===== src/rtl/hsfd_pkg.sv =====
package hsfd_pkg;

  localparam logic [7:0] CRC_POLY = 8'h31;
  localparam logic [7:0] CRC_INIT = 8'hFF;

  localparam logic [2:0] POS_T_HI  = 3'd0;
  localparam logic [2:0] POS_T_LO  = 3'd1;
  localparam logic [2:0] POS_T_CRC = 3'd2;
  localparam logic [2:0] POS_H_HI  = 3'd3;
  localparam logic [2:0] POS_H_LO  = 3'd4;
  localparam logic [2:0] POS_H_CRC = 3'd5;

  localparam logic [1:0] STATUS_OK      = 2'd0;
  localparam logic [1:0] STATUS_T_CRC   = 2'd1;
  localparam logic [1:0] STATUS_H_CRC   = 2'd2;

  localparam logic [14:0] TEMP_SCALE  = 15'd17500;
  localparam logic [13:0] HUM_SCALE   = 14'd10000;
  localparam logic signed [15:0] TEMP_OFFSET = 16'sd4500;

  typedef struct packed {
    logic [7:0] data_byte;
    logic       frame_start;
  } in_beat_t;

  typedef struct packed {
    logic signed [14:0] temperature_centi;
    logic [13:0]        humidity_centi;
    logic [1:0]         status;
  } out_beat_t;

  typedef struct packed {
    logic [15:0] raw_temperature;
    logic [15:0] raw_humidity;
    logic        temperature_ok;
    logic        humidity_ok;
  } frame_t;

  typedef struct packed {
    logic   valid;
    frame_t frame;
  } frame_push_t;

  function automatic logic [7:0] crc_byte(input logic [7:0] crc, input logic [7:0] b);
    logic [7:0] v;
    v = crc ^ b;
    for (int k = 0; k < 8; k++) begin
      if (v[7]) begin
        v = {v[6:0], 1'b0} ^ CRC_POLY;
      end else begin
        v = {v[6:0], 1'b0};
      end
    end
    return v;
  endfunction

endpackage


===== src/rtl/humidity_sensor_frame_decoder.sv =====
// Accepts one byte beat per cycle while the two-entry frame queue has room.
// The sixth byte of a frame is written into the queue at its accept edge; the frame is
// later scaled into the output register once that register is empty or being taken.
// Sustained throughput is one byte per cycle while out_ready stays high, one result per six bytes.
// Synchronous active-low reset empties the queue and output and restarts at byte 0.
module humidity_sensor_frame_decoder import hsfd_pkg::*; (
  input  logic      clk,
  input  logic      rst_n,
  input  logic      in_valid,
  output logic      in_ready,
  input  in_beat_t  in_data,
  output logic      out_valid,
  input  logic      out_ready,
  output out_beat_t out_data
);

  frame_push_t push;
  logic        full;
  logic        head_valid;
  frame_t      head;
  logic        pop;

  assign in_ready = !full;

  hsfd_front u_front (
    .clk      (clk),
    .rst_n    (rst_n),
    .in_valid (in_valid),
    .in_ready (in_ready),
    .in_data  (in_data),
    .push     (push)
  );

  hsfd_queue u_queue (
    .clk        (clk),
    .rst_n      (rst_n),
    .push       (push),
    .full       (full),
    .head_valid (head_valid),
    .head       (head),
    .pop        (pop)
  );

  hsfd_back u_back (
    .clk        (clk),
    .rst_n      (rst_n),
    .head_valid (head_valid),
    .head       (head),
    .pop        (pop),
    .out_valid  (out_valid),
    .out_ready  (out_ready),
    .out_data   (out_data)
  );

endmodule


===== src/rtl/hsfd_front.sv =====
module hsfd_front import hsfd_pkg::*; (
  input  logic        clk,
  input  logic        rst_n,
  input  logic        in_valid,
  input  logic        in_ready,
  input  in_beat_t    in_data,
  output frame_push_t push
);

  logic [2:0]  byte_pos_r, byte_pos_nxt;
  logic [7:0]  crc_r, crc_nxt;
  logic [15:0] raw_t_r, raw_t_nxt;
  logic [7:0]  hum_hi_r, hum_hi_nxt;
  logic [7:0]  hum_lo_r, hum_lo_nxt;
  logic        t_ok_r, t_ok_nxt;
  logic [2:0]  pos;
  logic        accept;

  assign accept = in_valid && in_ready;

  always_comb begin
    pos = in_data.frame_start ? POS_T_HI : byte_pos_r;
    if (pos > POS_H_CRC) begin
      pos = POS_T_HI;
    end
  end

  always_comb begin
    byte_pos_nxt = byte_pos_r;
    crc_nxt      = crc_r;
    raw_t_nxt    = raw_t_r;
    hum_hi_nxt   = hum_hi_r;
    hum_lo_nxt   = hum_lo_r;
    t_ok_nxt     = t_ok_r;
    push.valid   = 1'b0;
    push.frame.raw_temperature = raw_t_r;
    push.frame.raw_humidity    = {hum_hi_r, hum_lo_r};
    push.frame.temperature_ok  = t_ok_r;
    push.frame.humidity_ok     = (crc_r == in_data.data_byte);
    if (accept) begin
      byte_pos_nxt = (pos == POS_H_CRC) ? POS_T_HI : pos + 3'd1;
      case (pos)
        POS_T_HI: begin
          crc_nxt   = crc_byte(CRC_INIT, in_data.data_byte);
          raw_t_nxt = {in_data.data_byte, 8'd0};
        end
        POS_T_LO: begin
          crc_nxt   = crc_byte(crc_r, in_data.data_byte);
          raw_t_nxt = {raw_t_r[15:8], in_data.data_byte};
        end
        POS_T_CRC: begin
          t_ok_nxt = (crc_r == in_data.data_byte);
          crc_nxt  = CRC_INIT;
        end
        POS_H_HI: begin
          crc_nxt    = crc_byte(CRC_INIT, in_data.data_byte);
          hum_hi_nxt = in_data.data_byte;
        end
        POS_H_LO: begin
          crc_nxt    = crc_byte(crc_r, in_data.data_byte);
          hum_lo_nxt = in_data.data_byte;
        end
        default: begin
          push.valid = 1'b1;
          crc_nxt    = CRC_INIT;
        end
      endcase
    end
  end

  always_ff @(posedge clk) begin
    if (!rst_n) begin
      byte_pos_r <= POS_T_HI;
      crc_r      <= CRC_INIT;
      raw_t_r    <= '0;
      hum_hi_r   <= '0;
      hum_lo_r   <= '0;
      t_ok_r     <= 1'b0;
    end else begin
      byte_pos_r <= byte_pos_nxt;
      crc_r      <= crc_nxt;
      raw_t_r    <= raw_t_nxt;
      hum_hi_r   <= hum_hi_nxt;
      hum_lo_r   <= hum_lo_nxt;
      t_ok_r     <= t_ok_nxt;
    end
  end

endmodule


===== src/rtl/hsfd_queue.sv =====
module hsfd_queue import hsfd_pkg::*; (
  input  logic        clk,
  input  logic        rst_n,
  input  frame_push_t push,
  output logic        full,
  output logic        head_valid,
  output frame_t      head,
  input  logic        pop
);

  frame_t     mem_r [2];
  logic       wr_ptr_r, wr_ptr_nxt;
  logic       rd_ptr_r, rd_ptr_nxt;
  logic [1:0] count_r, count_nxt;
  logic       do_push;
  logic       do_pop;

  assign full       = (count_r == 2'd2);
  assign head_valid = (count_r != 2'd0);
  assign head       = mem_r[rd_ptr_r];
  assign do_push    = push.valid && !full;
  assign do_pop     = pop && head_valid;

  always_comb begin
    wr_ptr_nxt = do_push ? !wr_ptr_r : wr_ptr_r;
    rd_ptr_nxt = do_pop ? !rd_ptr_r : rd_ptr_r;
    count_nxt  = count_r + {1'b0, do_push} - {1'b0, do_pop};
  end

  always_ff @(posedge clk) begin
    if (do_push) begin
      mem_r[wr_ptr_r] <= push.frame;
    end
  end

  always_ff @(posedge clk) begin
    if (!rst_n) begin
      wr_ptr_r <= 1'b0;
      rd_ptr_r <= 1'b0;
      count_r  <= 2'd0;
    end else begin
      wr_ptr_r <= wr_ptr_nxt;
      rd_ptr_r <= rd_ptr_nxt;
      count_r  <= count_nxt;
    end
  end

endmodule


===== src/rtl/hsfd_back.sv =====
module hsfd_back import hsfd_pkg::*; (
  input  logic      clk,
  input  logic      rst_n,
  input  logic      head_valid,
  input  frame_t    head,
  output logic      pop,
  output logic      out_valid,
  input  logic      out_ready,
  output out_beat_t out_data
);

  logic        out_valid_r, out_valid_nxt;
  out_beat_t   out_data_r, out_data_nxt;
  logic [30:0] temp_prod;
  logic [29:0] hum_prod;
  logic signed [15:0] temp_val;

  assign pop       = head_valid && (!out_valid_r || out_ready);
  assign out_valid = out_valid_r;
  assign out_data  = out_data_r;

  assign temp_prod = {15'd0, head.raw_temperature} * {16'd0, TEMP_SCALE};
  assign hum_prod  = {14'd0, head.raw_humidity} * {16'd0, HUM_SCALE};
  assign temp_val  = $signed({1'b0, temp_prod[30:16]}) - TEMP_OFFSET;

  always_comb begin
    out_valid_nxt = out_valid_r;
    out_data_nxt  = out_data_r;
    if (out_valid_r && out_ready) begin
      out_valid_nxt = 1'b0;
    end
    if (pop) begin
      out_valid_nxt = 1'b1;
      if (!head.temperature_ok) begin
        out_data_nxt = '{temperature_centi: '0, humidity_centi: '0, status: STATUS_T_CRC};
      end else if (!head.humidity_ok) begin
        out_data_nxt = '{temperature_centi: '0, humidity_centi: '0, status: STATUS_H_CRC};
      end else begin
        out_data_nxt.temperature_centi = temp_val[14:0];
        out_data_nxt.humidity_centi    = hum_prod[29:16];
        out_data_nxt.status            = STATUS_OK;
      end
    end
  end

  always_ff @(posedge clk) begin
    out_data_r <= out_data_nxt;
  end

  always_ff @(posedge clk) begin
    if (!rst_n) begin
      out_valid_r <= 1'b0;
    end else begin
      out_valid_r <= out_valid_nxt;
    end
  end

endmodule


===== config.mk =====
export PLATFORM = sky130hd
export DESIGN_NAME = humidity_sensor_frame_decoder
export DESIGN_NICKNAME = d
export VERILOG_FILES = /design/src/rtl/hsfd_pkg.sv /design/src/rtl/humidity_sensor_frame_decoder.sv /design/src/rtl/hsfd_front.sv /design/src/rtl/hsfd_queue.sv /design/src/rtl/hsfd_back.sv
export SDC_FILE = /design/constraint.sdc
export NUM_CORES = 1
export LEC_CHECK = 0
export BUFFER_PORTS_ARGS = -buffer_cell sky130_fd_sc_hd__buf_4
export CAP_MARGIN = 20
export CORE_UTILIZATION = 31
export CTS_CLUSTER_DIAMETER = 120
export DETAILED_ROUTE_END_ITERATION = 16
export GPL_TIMING_DRIVEN = 0
export SYNTH_ARGS = -nofsm -noshare
export SYNTH_HDL_FRONTEND = slang
export SYNTH_SLANG_ARGS = --single-unit

===== constraint.sdc =====
create_clock -name clk -period 6.3 [get_ports clk]
set_input_delay 0.315 -clock clk [delete_from_list [all_inputs] [get_ports clk]]
set_output_delay 0.315 -clock clk [all_outputs]
set_load 0.05 [all_outputs]

# Word level (Yosys, flattened, before mapping)
# Memory sizes are Yosys's and may differ from the RTL's. A register that Yosys moved wholly into a read port is not among the register bits.
# Cells that the tools add are included.
# totals
ff_bits,80
ramBits,68
in_bits,13
out_inout_bits,33
wordCells,183
mem_count,1
# mem_list
memory,depth,word_bits,rd,rd_clocked_by_memory_dff,write_ports,line,rtl
u_queue.mem_r,2,34,1,1,1,hsfd_queue.sv:11,frame_t mem_r [2];
# op_classes
n_addsub,4
mul,2
n_lt_le_gt_ge,1
n_eq_ne,7
mux,100
bitwise,33
reduce_logical,21
# ops
operator,count
two-way mux 8 bit,56
two-way mux 6 bit,30
NOT 3 bit,30
case mux 16 bit (2 select lines),1
case mux 8 bit (4 select lines),1
multiplier 16 x 13 -> 29 bit (second input constant),1
multiplier 16 x 10 -> 26 bit (second input constant),1
subtractor 15 x 13 -> 15 bit (second input constant),1
AND reduction 2 bit,5
two-way mux 3 bit,3
equality test 8 bit,1
two-way mux 1 bit,8
NOT 8 bit,1
XOR 8 bit,1
equality test 3 x 2 -> 1 bit (second input constant),2
equality test 3 bit (second input constant),2
nonzero test 2 bit,3
logical AND 1 bit,5
OR reduction 5 bit,1
logical NOT 1 bit,4
adder 3 x 1 -> 3 bit (second input constant),1
equality test 3 x 1 -> 1 bit (second input constant),1
> comparator 3 bit (second input constant),1
logical NOT 3 bit,1
7 further kinds,7

# Depth between registers and ports, before layout
# Gate-level depths: netlist of the first run.
# logic_depth
depth_word,33
ltp_mapped,25
ltp_nobuf,23

# Hierarchy
# Synthesis of the first run repeated with hierarchy kept, for this count alone.
# unflattened
cells_unflattened,1119
hier_area_um2,12310.6
# modules_own_cells
module,instances,cells_per_inst,area_per_inst_um2
hsfd_back,1,731,6970.4
hsfd_queue,1,132,2842.7
hsfd_front,1,255,2493.6
humidity_sensor_frame_decoder,1,1,3.8

# Worst setup path before layout of the first run
# Ideal clock, no wire load.
# synth_timing
path_kind,reg2reg
from,register with a tool-made name
to,register u_back.out_data_r (netlist bit u_back.out_data[30]) (data pin)
arrival_ns,5.910
setup_slack_ns,0.121
stages_incl_launch_ff,23
synth_period_minus_slack_ns,6.179
path_cell_list,dfxtp_1 buf_2 buf_1 mux2_2 ha_1 fa_1 ha_1 fa_1 inv_1 fa_1 inv_1 ha_1 a21o_1 a21o_1 a2111oi_4 o31ai_1 xnor2_1 ha_1 nor3_1 o31a_1 o41ai_4 mux2i_1 a21oi_2
# synth_lines
item,line,rtl
"end signal, assigned",hsfd_back.sv:47,out_data_r <= out_data_nxt;
"end, declared",hsfd_back.sv:13,"out_beat_t out_data_r, out_data_nxt;"

==> results.yml, run 1 <==
layout:
  num-fill-cells: 3570
  area_delta_synth_final_pct: 17.79
  drive_above_1_share_pct: 14.82
  fin_area_mm2: 0.01367
  nNetsFinal: 1419
  antenna_cells: 0
  instances_no_fill: 1642
synthesis:
  async_flop_share_pct: 0
  synth_area_mm2: 0.01161
  ys.flop_type: "edfxtp_1"
  ys_seq_area_share_pct: 34.24
  ys_seq_elements: 149
  synthCells: 1079
  syn-num-nets: 1337
  ys_warn_count: 0
  synth_cell_types: 61
  synth-edff-count: 99
  syn_area_per_cell_um2: 10.76
setup_path:
  max_stage_delay_ns: 0.53
  cp_slowest_cell: "fa_1"
  r2r_slack_ns: 0.14
  cp_num_cells: 23
  r2r_cells: 23
  startpoint_type: "flip-flop"
  cp.required_ns: 6.46
  cp_data_arrival_time_ns: 6.32
  timing.rr.end: "u_back.out_data[30]"
  endpoint_kind: "flip-flop"
  critical-path-top-delay-family: "adder cells"
  worstSetupPathType: "flip-flop to flip-flop"
  critPathBufInv: 5
  cp_common_cell: "fa_1"
  endpoint: "u_back.out_data[30]"
  crit_chain: "buf_6, buf_12, mux2i_4, inv_4, ha_1, fa_1, ha_1, fa_1, inv_1, fa_1, inv_1, ha_4, a211oi_2, nor2_2, o31ai_4, nand3_2, xnor2_2, ha_2, nor3_1, o31a_1, o41ai_4, mux2i_1, a21oi_2"
  path_max_fanout: 7
floorplan:
  dieArea_mm2: 0.03822
  start_util_pct: 31.63
  die_h_um: 195.5
  core_area_mm2: 0.03670
  die_w_um: 195.5
  io_pins: 46
  rows: 70
route:
  routedWlPerCell_um: 14.02
  postRouteAntennaNets: 0
  wl_mm: 23.02
  drtIter0Drc: 293
  vias_per_cell: 4.613
  route.vias.total: 7574
  route.detailed.drc: 0
  first_pass_iters: 4
worst_hold_path:
  min_path_cells: 2
  hp-start: "rst_n"
  min_path_type: "input port to flip-flop"
global_route:
  grt_usage_pct: 12.49
  antenna_found_initial: 0
  grt-ovfl-total: 0
  grt_pass1_wl_mm: 38.04
  grt_pass1_vias: 7550
  grt_start_max_net_pins: 35
sta:
  fin_setup_tns_ns: 0
  final_hold_viol_count: 0
  rsz0062_at_grt: "true"
  fin_crit_sh_pct: 97.72
  period_needed_ns: 6.156
  fin_ws_ns: 0.1439
  slew_violations: 0
  slew_headroom_pct: 41.35
  fmax_mhz: 162.4
  tightest_slew_ns: 0.8798
  setup_viol: 0
  fin_skew_ns: 0.008608
cts:
  cts.root.buffer_cell: "clkbuf_16"
  clk_pin_slew_ns: 0.07
  cts_buffer_depth: 2
  cts_sinks: 149
  cts_tree: "yes"
  clock_latency_ns: 0.43
  cts_buffers: 17
  cts_htree_levels: 4
placement:
  place_hpwl_mm: 17.81
  dp_slack_ns: -0.7945
  placed_cell_area_mm2: 0.01252
  place_inst: 1585
  numPortBuffers: 36
  gp_congestion: 0.8264
job:
  drv_cap: 0
outcome:
  status: "completed"
## worst min path at each step
stage / endpoint / slack (ns)
finish: u_front.crc_r[4] / 0.27
floorplan: u_queue.mem_r[0][1] / 0.42
CTS: u_front.crc_r[4] / 0.24
detailed placement: u_queue.mem_r[1][28] / 0.44
global placement: u_queue.mem_r[0][28] / 0.43
global route: u_front.byte_pos_r[0] / 0.26
## synth_stat cells, types with 17 or more instances
| cell | n | share of area, % |
|---|---|---|
| a21o_1 | 18 | 1.2 |
| ha_1 | 167 | 18 |
| clkbuf_1 | 27 | 0.87 |
| xnor2_1 | 44 | 3.3 |
| nand3_1 | 27 | 1.2 |
| fa_1 | 78 | 13 |
| o21ai_0 | 29 | 1.3 |
| edfxtp_1 | 99 | 26 |
| mux2i_1 | 26 | 2.2 |
| dfxtp_1 | 50 | 8.6 |
| a21boi_0 | 17 | 1.1 |
| mux2_2 | 20 | 1.9 |
| xor2_1 | 20 | 1.5 |
| nand2_1 | 33 | 1.1 |
| inv_1 | 190 | 6.1 |
| nor2_1 | 60 | 1.9 |
| nor2b_1 | 28 | 1.5 |
| a21oi_1 | 26 | 1.1 |
## area by class of cell
cell class | instances | area [um^2] | area share (%)
Buffer | 31 | 172.7 | 1.263
Clock buffer | 17 | 425.4 | 3.112
Clock inverter | 15 | 165.2 | 1.208
Inverter | 190 | 718.2 | 5.253
Multi-Input combinational cell | 709 | 7103 | 51.95
Sequential cell | 149 | 3974 | 29.07
Tap cell | 468 | 585.6 | 4.283
Timing Repair Buffer | 63 | 528.0 | 3.862
## cells by family after synthesis
kind of cell               Yosys count  share of synthesized area [%]
buffers and inverters              221                          7.157
AOI/OAI and AO/OA                  153                          9.443
adders and majority gates          245                          31.45
xor gates and xnor gates            65                          4.969
and+or+nand+nor                    200                          8.559
DFF                                149                          34.24
muxes                               46                          4.182
## flip-flops by register name, indices dropped and copies added (netlist names), named ones only
signal / count
u_front.crc_r: 8
u_queue.rd_ptr_r: 1
u_back.out_data: 31
u_back.out_valid: 1
u_queue.wr_ptr_r: 1
u_front.t_ok_r: 1
u_front.hum_hi_r: 8
u_front.byte_pos_r: 3
u_queue.count_r: 2
u_front.hum_lo_r: 8
u_queue.mem_r: 68
u_front.raw_t_r: 16
## repair_timing
action                     in CTS  in global routing
cloned                          0                  1
setup endpoints to repair      13                  7
hold buffers                    0                  0
gates resized for setup        32                 38
pin swaps                       5                 21
buffers inserted                4                 20
## routing by layer
| metal | vias to the layer above | wire [um] | GRT usage [%] |
|---|---|---|---|
| met2 | 94 | 10420 | 19.51 |
| met1 | 3639 | 11670 | 17.72 |
| met4 | 0 | 204 | 3.150 |
| li1 | 3825 | - | - |
| met5 | - | 0 | 0 |
| met3 | 16 | 727 | 2.297 |
## layout by cell type (no fill, tap or decap), types with 4 or more instances in the layout
cell type,synthesis,routed
inv_1,190,185
ha_1,167,160
edfxtp_1,99,99
fa_1,78,78
buf_4,0,59
nor2_1,60,56
dfxtp_1,50,50
xnor2_1,44,41
nand2_1,33,33
nor2b_1,28,28
o21ai_0,29,28
clkbuf_1,27,27
nand3_1,27,25
a21oi_1,26,24
mux2i_1,26,20
xor2_1,20,20
a21o_1,18,18
clkbuf_16,0,18
mux2_2,20,17
a21boi_0,17,17
nand4_1,8,8
nor3_1,8,8
a211oi_1,9,8
a22oi_1,8,8
o21a_1,7,7
buf_12,0,6
and2_1,7,6
o31ai_1,8,6
nand2b_1,5,5
mux2i_4,0,5
and3_1,5,5
or3_1,5,5
ha_4,0,5
inv_8,0,5
xnor2_2,1,4
o31a_1,4,4
## metrics by stage
step | hold slack, ns | util [%]
5_1_grt | 0.2572 | 37.26
4_1_cts | 0.2437 | 36.14
6_report | 0.2665 | 37.26
3_5_place_dp | 0.4422 | 34.12
3_3_place_gp | 0.4347 | 33.96
2_1_floorplan | 0.4249 | -
Power of run 1 is not shown: default switching activity piles up to over one toggle a cycle in this logic, so the estimate is an artifact.
==> run 2: changes to the inputs <==
CORE_UTILIZATION = 40   (was 31)
==> results.yml, run 2 (synthesis results as in run 1) <==
outcome:
  status: "completed"
global_route:
  grt_pass1_vias: 7401
  antenna_found_initial: 0
  use_met3_pct: 2.266
  grt_start_max_net_pins: 35
  grt_usage_pct: 15.72
  grt.busiest_layer: "met2"
  grt_use_met1_pct: 22.07
  grt_pass1_wl_mm: 36.51
  grt-ovfl-total: 0
  grt_use_met2_pct: 25.44
sta:
  tightest_slew_ns: 0.8503
  final_hold_viol_count: 0
  slew_headroom_pct: 43.32
  fmax_mhz: 165.1
  slew_violations: 0
  fin_setup_tns_ns: 0
  fin_skew_ns: 0.006315
  period_needed_ns: 6.058
  setup_viol: 0
  fin_crit_sh_pct: 96.16
floorplan:
  dieArea_mm2: 0.02970
  rows: 61
  start_util_pct: 41.21
  io_pins: 46
  die_h_um: 172.4
  core_area_mm2: 0.02816
  die_w_um: 172.4
route:
  route.detailed.drc: 0
  route.vias.total: 7479
  postRouteAntennaNets: 0
  drtIter0Drc: 272
  wl_mm: 22.01
  vias_per_cell: 4.825
  first_pass_iters: 4
  routedWlPerCell_um: 14.20
placement:
  place_hpwl_mm: 17.04
  gp_congestion: 0.8507
  numPortBuffers: 36
setup_path:
  r2r_slack_ns: 0.24
  path_max_fanout: 6
  timing.rr.end: "u_back.out_data[30]"
  worstSetupPathType: "flip-flop to flip-flop"
  cp_data_arrival_time_ns: 6.21
  r2r_cells: 22
  endpoint_kind: "flip-flop"
  cp.required_ns: 6.45
  startpoint_type: "flip-flop"
cts:
  cts.root.buffer_cell: "clkbuf_16"
  cts_sinks: 149
  cts_htree_levels: 4
  cts_buffer_depth: 2
  cts_buffers: 17
  cts_tree: "yes"
  clock_latency_ns: 0.42
  clk_pin_slew_ns: 0.06
layout:
  num-fill-cells: 2555
  largest_register_ff_count: 68
  area_delta_synth_final_pct: 16.40
  nNetsFinal: 1417
  top_register: "u_queue.mem_r"
  layout_commonest_cell: "inv_1"
  final_cell_mix: "inv_1 (185), ha_1 (161), edfxtp_1 (99), fa_1 (78), buf_4 (58)"
  drive_above_1_share_pct: 14.68
  antenna_cells: 0
worst_hold_path:
  min_path_type: "input port to flip-flop"
  min_delay_worst_endpoint: "u_front.byte_pos_r[0]"
  min_path_cells: 3
  hp-start: "in_data[0]"
job:
  drv_cap: 0
-- run 2: through the flow --
stage	utilization [%]	hold WS, ns	setup slack [ns]	cell area (um^2)	std cells
after detailed placement	44.05	0.4420	-0.8237	12410	1495
after global placement	43.85	0.4372	-0.7682	12350	1493
after CTS	47.02	0.2565	0.002379	13240	1540
after floorplan	-	0.4249	0.1212	11610	1079
after global routing	47.97	0.2850	-0.02325	13510	1550
final	47.97	0.2723	0.2419	13510	1550
-- run 2: area by class of cell --
class / instances / area, um^2 / share of cell area (%)
multi-input combinational: 709 / 7101 / 52.56
sequential: 149 / 3974 / 29.41
inverter: 190 / 715.7 / 5.297
timing repair buffer: 61 / 495.5 / 3.667
tap: 378 / 473.0 / 3.501
clock buffer: 19 / 432.9 / 3.204
buffer: 31 / 172.7 / 1.278
clock inverter: 13 / 146.4 / 1.084
-- run 2: worst max-delay path: stages (launching register included) --
cell and delay [ns]:
dfxtp_1 0.32, buf_6 0.15, buf_12 0.15, mux2_4 0.35, ha_4 0.25, fa_1 0.45, ha_1 0.32, fa_1 0.49
inv_1 0.06, fa_1 0.53, inv_1 0.04, ha_1 0.32, a21o_1 0.16, a21o_1 0.21, a2111oi_4 0.41, buf_4 0.19
o22ai_2 0.10, nor2_2 0.15, xnor2_2 0.13, o31a_1 0.37, o41ai_4 0.28, mux2i_1 0.27, a21oi_2 0.07
-- run 2: per-layer routing --
| metal | wire [um] | part of all wire [%] |
|---|---|---|
| met1 | 10950 | 50 |
| met2 | 10170 | 46 |
| met3 | 720 | 3.3 |
| met4 | 170 | 0.77 |
| met5 | 0 | 0 |
-- run 2: what timing repair did --
item	4_1_cts	5_1_grt
hold buffers	0	0
pin swaps	6	20
setup buffers	13	10
hold endpoints to repair	0	0
setup endpoints to repair	13	5
gates resized for setup	38	33
-- run 2: worst max-delay path by stage --
stage | depth (start not counted) | to
after floorplan | 22 | u_back.out_data[30]
after global placement | 24 | u_back.out_data[30]
after detailed placement | 24 | u_back.out_data[30]
after CTS | 22 | u_back.out_data[30]
after global routing | 25 | u_back.out_data[30]
final | 22 | u_back.out_data[30]
Power of run 2 is left out for the same reason.
